$ cat config.mk
export PLATFORM = sky130hd
export DESIGN_NAME = nae_front
export DESIGN_NICKNAME = d
export VERILOG_FILES = /design/src/rtl/nae_pkg.sv /design/src/rtl/nae_front.sv
export SDC_FILE = /design/constraint.sdc
export NUM_CORES = 1
export LEC_CHECK = 0
export ABC_AREA = 1
export BUFFER_PORTS_ARGS = -buffer_cell sky130_fd_sc_hd__buf_2
export CORE_ASPECT_RATIO = 1.75
export CORE_MARGIN = 3
export CORE_UTILIZATION = 49
export DETAILED_ROUTE_END_ITERATION = 8
export PLACE_DENSITY_LB_ADDON = 0.05
export SYNTH_ARGS = -nofsm -noshare
export SYNTH_HDL_FRONTEND = slang
export SYNTH_SLANG_ARGS = --single-unit
$ cat constraint.sdc
create_clock -name clk -period 5 [get_ports clk]
set_clock_uncertainty 0.15 [all_clocks]
set_input_delay 1 -clock clk [delete_from_list [all_inputs] [get_ports clk]]
set_output_delay 1 -clock clk [all_outputs]
set_load 0.02 [all_outputs]
$ cat src/rtl/nae_pkg.sv
package nae_pkg;

  // Command codes of an input item.
  localparam logic [3:0] CMD_FEAT_W = 4'd0;
  localparam logic [3:0] CMD_FEAT_B = 4'd1;
  localparam logic [3:0] CMD_HID_W  = 4'd2;
  localparam logic [3:0] CMD_HID_B  = 4'd3;
  localparam logic [3:0] CMD_OUT_W  = 4'd4;
  localparam logic [3:0] CMD_OUT_B  = 4'd5;
  localparam logic [3:0] CMD_RESET  = 4'd6;
  localparam logic [3:0] CMD_ADD    = 4'd7;
  localparam logic [3:0] CMD_REMOVE = 4'd8;
  localparam logic [3:0] CMD_EVAL   = 4'd9;

  localparam logic [14:0] EVAL_LIMIT_RESET = 15'd30000;

  // One classified item as it waits in the queue.
  typedef struct packed {
    logic [3:0]         command;
    logic               perspective;
    logic [21:0]        address;
    logic signed [31:0] value;
    logic               bad;
  } nae_item_t;

  // Saturates a 32-bit value to a 16-bit weight.
  function automatic logic signed [15:0] sat16(input logic signed [31:0] v);
    logic signed [15:0] r;
    if (v > 32'sd32767) begin
      r = 16'sh7fff;
    end else if (v < -32'sd32768) begin
      r = 16'sh8000;
    end else begin
      r = v[15:0];
    end
    return r;
  endfunction

endpackage

$ cat src/rtl/nae_front.sv
module nae_front #(
  parameter int FEATURES  = 16384,
  parameter int ACC_SIZE  = 256,
  parameter int HID_NODES = 32
) (
  input  logic              clk,
  input  logic              rst,
  input  logic              in_valid,
  output logic              in_stall,
  input  logic [3:0]        command,
  input  logic              perspective,
  input  logic [21:0]       address,
  input  logic signed [31:0] weight_value,
  output logic              q_valid,
  output nae_pkg::nae_item_t q_item,
  input  logic              q_pop
);
  import nae_pkg::*;

  localparam int FW_DEPTH = FEATURES * ACC_SIZE;
  localparam int HW_DEPTH = HID_NODES * 2 * ACC_SIZE;

  logic [31:0] a32;
  logic        bad;
  nae_item_t   item;
  nae_item_t   slot [2];
  logic        wp;
  logic        rp;
  logic [1:0]  cnt;
  logic        push;

  // Classify the item: range check of the address for its command.
  assign a32 = {10'b0, address};
  always_comb begin
    case (command)
      CMD_FEAT_W: bad = (a32 >= 32'(FW_DEPTH));
      CMD_FEAT_B: bad = (a32 >= 32'(ACC_SIZE));
      CMD_HID_W:  bad = (a32 >= 32'(HW_DEPTH));
      CMD_HID_B:  bad = (a32 >= 32'(HID_NODES));
      CMD_OUT_W:  bad = (a32 >= 32'(HID_NODES));
      CMD_OUT_B:  bad = (address != 22'd0);
      CMD_ADD:    bad = (a32 >= 32'(FEATURES));
      CMD_REMOVE: bad = (a32 >= 32'(FEATURES));
      default:    bad = 1'b0;
    endcase
  end

  always_comb begin
    item.command     = command;
    item.perspective = perspective;
    item.address     = address;
    item.value       = weight_value;
    item.bad         = bad;
  end

  // Two-entry queue toward the execution side.
  assign in_stall = (cnt == 2'd2);
  assign push     = in_valid && !in_stall;
  assign q_valid  = (cnt != 2'd0);
  assign q_item   = slot[rp];

  always_ff @(posedge clk) begin
    if (push) begin
      slot[wp] <= item;
    end
  end

  always_ff @(posedge clk) begin
    if (rst) begin
      wp  <= 1'b0;
      rp  <= 1'b0;
      cnt <= 2'd0;
    end else begin
      if (push) begin
        wp <= ~wp;
      end
      if (q_pop) begin
        rp <= ~rp;
      end
      cnt <= cnt + {1'b0, push} - {1'b0, q_pop};
    end
  end

  a_no_pop_empty: assert property (@(posedge clk) disable iff (rst) q_pop |-> q_valid)
    else $error("queue popped while empty");
  a_no_push_full: assert property (@(posedge clk) disable iff (rst)
    (cnt == 2'd2 && !q_pop) |=> (cnt == 2'd2))
    else $error("queue count lost an item");
  a_cnt_range: assert property (@(posedge clk) disable iff (rst) cnt != 2'd3)
    else $error("queue count overflow");

endmodule

* Word-level counts from Yosys, hierarchy flattened *
Memories as Yosys holds them, arrays and structs flattened. A register that Yosys moved wholly into a read port is not among the register bits.
Index checks and enable logic that the tools add are counted.

storage, ports and cells
  flip-flop bits (word level) = 4
  RAM bits = 120
  logic and storage cells = 32
  memories kept = 1

cells by class
  add/sub/neg operators = 2
  $lt $le $gt $ge = 4
  equality and inequality tests = 8
  muxes and demuxes = 5
  bitwise logic cells = 2
  reduce and logical (&&, ||, !) cells = 7

memories
  name  depth  width  rd ports  clocked after memory_dff  wr ports  RTL line         RTL
  slot  2      60     1         1                         1         nae_front.sv:26  nae_item_t slot [2];

operator list
  cell                    number
  $ge A22 B23 Y1 const B  1
  $ge A22 B15 Y1 const B  1
  $ge A22 B6 Y1 const B   1
  $ge A22 B9 Y1 const B   1
  $reduce_bool A22 Y1     1
  $eq A4 B3 Y1 const B    3
  $eq A4 B2 Y1 const B    2
  $pmux W1 S5             1
  $eq A4 B1 Y1 const B    1
  $eq A4 B4 Y1 const B    1
  $logic_not A4 Y1        1
  $mux W1                 4
  $reduce_or A3 Y1        1
  $add A2 B1 Y2           1
  $eq A2 B2 Y1 const B    1
  $not A1 Y1              2
  $reduce_bool A2 Y1      1
  $reduce_or A2 Y1        1
  $sub A2 B1 Y2           1
  $logic_and A1 B1 Y1     1
  $logic_not A1 Y1        1

* Longest topological paths before layout *
Gate-level depths: netlist of run 1.

  depth after elaboration = 5
  gate-level depth with buffers = 8

* Least setup slack after synthesis of run 1 *
No wires, ideal clock.

  path kind = input -> register
  from = input in_valid
  to = memory slot[1][0] (netlist name) (enable)
  library setup time = 481 ps
  arrival time = 3630 ps
  data required time = 4369 ps
  path slack = 739 ps
  stages on the path = 2
  cells stage by stage = o21ai_4 -> nor2_1

on the way
  longest elaborated chain between the ends = 3

ends and longest elaborated chain
  what                           RTL line         RTL
  from (decl)                    nae_front.sv:8   input logic in_valid,
  $logic_and A1 B1 Y1            nae_front.sv:58  assign push = in_valid && !in_stall;
  $mux W1                        nae_front.sv:63  if (push) begin
  $mux W1 (implied by the code)  nae_front.sv:64  slot[wp] <= item;
  to (decl)                      nae_front.sv:26

No other way between the ends.

==> results.py, run 1 <==
metrics = {
    "outcome": {
        "outcome": "complete, no violations",
    },
    "route": {
        "wl_per_cell_microns": 16.2,
        "ant_nets": 0,
        "viasPerCell": 4.88,
        "vias": 2633,
        "wl_microns": 8710,
        "drt_iter0_markers": 119,
        "drt_pass1_iterations": 4,
        "drcViolationCount": 0,
    },
    "synthesis": {
        "yosysSeqAreaShare_pct": 73.2,
        "yosysWarnings": 0,
        "synthDistinctLibCells": 18,
        "synthCells": 262,
        "ys_seq_elements": 125,
        "synth_edf_count": 120,
        "syn_area_sq_um": 5060,
        "syn_nets": 327,
        "avgSynthCellArea_sq_um": 19.3,
        "async_flop_share_pct": 0,
        "ys.flop_type": "edfxtp_1",
    },
    "global_routing": {
        "grt_max_degree": 61,
        "grt_pass1_wl_microns": 13900,
        "track_usage_pct": 15.9,
        "antenna_found_initial": 0,
        "grt_pass1_vias": 2888,
        "grt_overflow_total": 0,
    },
    "setup_path": {
        "reg2regPathDepth": 4,
        "cp_data_required_time_ns": 3.85,
        "reg2reg_slack_ns": 2.76,
        "endpoint_kind": "output pin",
        "crit_type": "reg -> out",
        "cp.arrival_ns": 2.07,
        "startpoint_type": "flip-flop",
        "path_max_fanout": 60,
    },
    "timing": {
        "fmax_mhz": 310,
        "rsz0062_at_grt": "false",
        "worstMarginPinSlew_ns": 1.15,
        "slew_headroom_pct": 23.5,
        "whs_ns": 0.365,
        "layout_min_cycle_time_ns": 3.22,
        "setup_viol": 0,
        "slew_viol_final": 0,
        "post-route-period-util_pct": 64.4,
        "finalHoldViolations": 0,
        "setup_ws_ns": 1.78,
        "setup_tns_ns": 0,
    },
    "place": {
        "finalWeightedCongestion": 0.731,
        "dpl_cell_area_sq_um": 5760,
        "port_buffers": 124,
        "detailed_place_hpwl_microns": 5870,
        "dp_slack_ns": 2.04,
    },
    "layout": {
        "diodes": 0,
        "drive_gt1_share_pct": 52.7,
        "design_area_sq_um": 6270,
        "nets": 467,
        "syn2layout_area_growth_pct": 23.9,
        "final_util_pct": 62.9,
    },
    "clocking": {
        "cts_root_buf": "clkbuf_16",
        "cts.repair.resized": 0,
        "htree_levels": 4,
        "cts_buffers": 17,
        "clk-insertion-delay-late_ns": 0.40,
        "cts_tree": "yes",
        "path_clk_slew_ns": 0.05,
        "cts_hold_buffers": 0,
        "cts_sinks": 125,
        "cts_max_path_buffers": 2,
        "cts_setup_buffers": 0,
    },
    "floorplanning": {
        "dieArea_sq_um": 11600,
        "die_x_microns": 82.8,
        "initial_core_util_pct": 50.8,
        "rows": 48,
        "die_h_microns": 140,
        "core-area_sq_um": 9970,
        "ios": 125,
    },
    "pwr": {
        "power_density_nw_per_um2": 448,
        "power.share.clock_pct": 37.6,
        "power.leakage_nw": 2.57,
        "swShare_pct": 24.1,
        "combPwrFrac_pct": 15.3,
        "vdd_drop_max_uv": 308,
        "p_int_mw": 2.13,
        "seq_power_share_pct": 47.0,
        "p_sw_mw": 0.679,
    },
    "flow_run": {
        "cap_violations": 0,
    },
    "min_path": {
        "whs_path_depth": 2,
        "min_path_type": "reg -> reg",
    },
}
## metal layers
metal / wire [microns] / part of all wire [%] / track usage [%]
met1: 3210 / 37 / 16.3
met2: 4850 / 56 / 28.2
met3: 501 / 5.8 / 6.00
met4: 150 / 1.7 / 7.32
met5: 0 / 0 / 0
## worst max-delay path, cell delays in order (launching register included)
cell     delay (ns)
dfxtp_4        1.10
mux2_4         0.36
buf_2          0.16
## placed cells by master, fill, tap and decap left out
master	instances
nand3_1	2
nor3b_1	1
edfxtp_1	120
inv_1	10
xor2_1	1
a21oi_1	1
buf_2	124
o21ai_4	1
clkinv_1	4
xnor2_1	1
o21a_1	1
clkinvlp_4	1
nor2_1	27
dfxtp_4	1
clkbuf_16	17
nor2_4	2
clkinv_2	5
nand2_1	19
nor3b_2	1
or2_2	1
dfxtp_1	4
mux2_4	60
buf_4	4
bufinv_16	1
clkbuf_1	3
ha_1	2
## state kept, by name, indices dropped and copies added (netlist names), named ones only
name / flops
cnt: 2
rp: 1
slot: 120
wp: 1
## cells in the mapped netlist, types with 2 or more instances
| library cell | number | area [sq um] |
|---|---|---|
| nor2_1 | 29 | 109 |
| inv_1 | 10 | 37.5 |
| nand3_1 | 2 | 10.0 |
| dfxtp_1 | 5 | 100 |
| nand2_1 | 19 | 71.3 |
| buf_12 | 6 | 120 |
| ha_1 | 2 | 25.0 |
| mux2_4 | 60 | 901 |
| edfxtp_1 | 120 | 3600 |
## metrics by stage
stage          cells  power [mW]
5_1_grt          539        2.92
6_report         539        2.81
4_1_cts          539        2.85
3_5_place_dp     508        1.78
3_3_place_gp     508        1.77
2_1_floorplan    262        1.65
## power by group through the flow
stage / registers [mW] / logic, mW / clock network, mW
finish: 1.32 / 0.430 / 1.06
global route: 1.33 / 0.464 / 1.12
CTS: 1.32 / 0.439 / 1.08
detailed placement: 1.34 / 0.438 / 0
global placement: 1.34 / 0.435 / 0
floorplan: 1.32 / 0.335 / 0
## final cells by class
type,instances,area (sq um)
Fill cell,798,3700
Clock buffer,20,437
Sequential cell,125,3710
Tap cell,125,156
Timing Repair Buffer,128,651
Multi-Input combinational cell,120,1200
Inverter,10,37.5
Clock inverter,11,77.6
## worst paths after layout
check,start,end
worst max register to register,cnt[1],slot[0][28]
worst min register to register,rp,flip-flop
worst max-delay path,flip-flop,q_item[40]
worst min-delay path,rp,flip-flop
## kinds of logic after synthesis
family	share of synthesized area [%]
and+or+nand+nor	4.28
buffers and inverters	3.34
xor gates and xnor gates	0.346
AOI/OAI and AO/OA	0.569
DFF	73.2
adders and majority gates	0.494
muxes	17.8
No activity file was read; power rests on OpenSTA's default activity.
==> inputs of run 2 (changes only) <==
- ABC_AREA: 1 -> 0
- CORE_UTILIZATION: 49 -> 47
- clock period: 5 -> 2.85 ns (I/O delays scaled with it)
==> run 2 against run 1 <==
Effect of this change:
- sequential power rose by 83%
- synthesized area fell by 7.4%
- worst setup slack got worse by 1.3 ns
- register-to-register slack got worse by 1.6 ns
- die area fell by 3.3%
- first-iteration DRC count fell by 51%
- cell count fell by 5.8%
- global-route usage rose by 0.23 points
- worst hold slack got worse by 0.16 ns
- synthesized cell count fell by 11%
- design area fell by 2.5%
- non-clock buffer count rose by 1
==> results.py, run 2 <==
metrics = {
    "place": {
        "finalWeightedCongestion": 0.772,
        "port_buffers": 124,
        "placedCellCount": 476,
        "detailed_place_hpwl_microns": 5530,
        "dp_slack_ns": 0.619,
        "dpl_cell_area_sq_um": 5490,
    },
    "route": {
        "ant_nets": 0,
        "highest_layer": "met4",
        "wl_met1_microns": 2790,
        "met2_length_microns": 4830,
        "wl_met3_microns": 653,
        "drt_pass1_iterations": 4,
        "vias": 2531,
        "wl_per_cell_microns": 16.5,
        "viasPerCell": 4.98,
        "wl_microns": 8380,
        "drcViolationCount": 0,
        "drt_iter0_markers": 58,
    },
    "clocking": {
        "cts_root_buf": "clkbuf_16",
        "cts_hold_buffers": 0,
        "cts_sinks": 125,
        "path_clk_slew_ns": 0.05,
        "cts_setup_buffers": 0,
        "cts_buffers": 17,
        "htree_levels": 4,
        "cts.repair.resized": 0,
        "cts_tree": "yes",
        "clk-insertion-delay-late_ns": 0.40,
        "cts_max_path_buffers": 2,
    },
    "layout": {
        "reg.largest.list": "slot: 120 flops, cnt: 2 flops",
        "design_area_sq_um": 6110,
        "layout.area.seq_sq_um": 3700,
        "layout_common_cells": "buf_2, edfxtp_1, mux2_1",
        "fillCellCount": 718,
        "final_cells": 508,
        "nets": 438,
        "syn2layout_area_growth_pct": 30.4,
        "drive_gt1_share_pct": 42.5,
        "largest_reg_flops": 120,
        "diodes": 0,
        "final_util_pct": 63.8,
        "regMostFlops": "slot",
        "multi_input_area_sq_um": 942,
        "layout_commonest_cell": "buf_2",
    },
    "outcome": {
        "outcome": "complete, no violations",
    },
    "timing": {
        "setup_tns_ns": 0,
        "whs_ns": 0.204,
        "setup_ws_ns": 0.480,
        "fmax_mhz": 422,
        "slew_viol_final": 0,
        "finalHoldViolations": 0,
        "layout_min_cycle_time_ns": 2.37,
        "worstMarginPinSlew_ns": 0.419,
        "post-route-period-util_pct": 83.2,
        "slew_headroom_pct": 72.1,
        "rsz0062_at_grt": "false",
        "setup_viol": 0,
    },
    "global_routing": {
        "grt_pass1_wl_microns": 13200,
        "grt_max_degree": 61,
        "antenna_found_initial": 0,
        "track_usage_pct": 16.1,
        "grt_overflow_total": 0,
        "grt_pass1_vias": 2795,
    },
    "min_path": {
        "min_path_type": "in -> reg",
        "whs_path_depth": 1,
    },
    "setup_path": {
        "startpoint_type": "flip-flop",
        "cp_data_required_time_ns": 2.13,
        "cp.arrival_ns": 1.65,
        "reg2regPathDepth": 8,
        "reg2reg_slack_ns": 1.11,
        "endpoint_kind": "output pin",
        "crit_type": "reg -> out",
        "path_max_fanout": 30,
    },
    "pwr": {
        "vdd_drop_max_uv": 576,
        "power.leakage_nw": 2.33,
        "power_mw": 5.57,
        "power_density_nw_per_um2": 912,
    },
    "flow_run": {
        "cap_violations": 0,
    },
    "floorplanning": {
        "die_h_microns": 138,
        "rows": 47,
        "dieArea_sq_um": 11300,
        "initial_core_util_pct": 48.9,
        "ios": 125,
        "die_x_microns": 81.5,
        "core-area_sq_um": 9590,
    },
    "synthesis": {
        "synthDistinctLibCells": 28,
        "yosysSeqAreaShare_pct": 79.0,
        "synthCells": 232,
        "syn_nets": 297,
        "synthTopCellsByArea": "edfxtp_1, mux2_1, dfxtp_1",
        "ys_seq_elements": 125,
        "async_flop_share_pct": 0,
        "syn_area_sq_um": 4690,
        "synth_top_cell_area_share_pct": 76.9,
        "yosysWarnings": 0,
        "avgSynthCellArea_sq_um": 20.2,
        "synthTopCellsByCount": "edfxtp_1, mux2_1, nor2_1",
        "yosysTopAreaCell": "edfxtp_1",
        "synth_edf_count": 120,
        "synth_most_common_cell": "edfxtp_1",
        "ys.flop_type": "edfxtp_1",
    },
}
-- run 2: report_power, final --
| part | internal (mW) | switching, mW | leakage, nW |
|---|---|---|---|
| Sequential | 2.35 | 0.0585 | 1.16 |
| Combinational | 0.319 | 0.606 | 0.876 |
| Clock | 1.53 | 0.708 | 0.296 |
| Total | 4.20 | 1.37 | 2.33 |
-- run 2: per-layer routing --
| layer | vias up | global-route usage [%] |
|---|---|---|
| met5 | - | 0 |
| met4 | 0 | 6.68 |
| met3 | 11 | 6.90 |
| met2 | 84 | 29.5 |
| met1 | 1241 | 14.7 |
| li1 | 1195 | - |
-- run 2: cell type report --
type                            count  area share (%)
Tap cell                          122            2.50
Multi-Input combinational cell     96            15.4
Timing Repair Buffer              129            11.0
Sequential cell                   125            60.6
Clock inverter                     15            3.30
Clock buffer                       17            6.96
Inverter                            4           0.246
-- run 2: cells by family (layout without fill, tap and decap cells) --
kind of cell	Yosys count	in the layout	share of synthesized area [%]
simple gates	23	23	3.20
xor+xnor	4	4	0.748
fa+ha+maj	2	2	0.534
compound gates	7	7	1.01
flops	125	125	79.0
buf+inv	11	165	1.04
mux	60	60	14.4
-- run 2: critical path, cell delays in order, from the launching register on --
cell,delay [ns]
dfxtp_2,0.32
buf_4,0.37
mux2_1,0.39
buf_2,0.17
-- run 2: worst paths after layout --
path,start,to
setup / recovery,flip-flop,q_item[25]
hold / removal,weight_value[20],slot[0][21]
setup reg to reg,cnt[0],cnt[1]
hold reg to reg,rp,rp
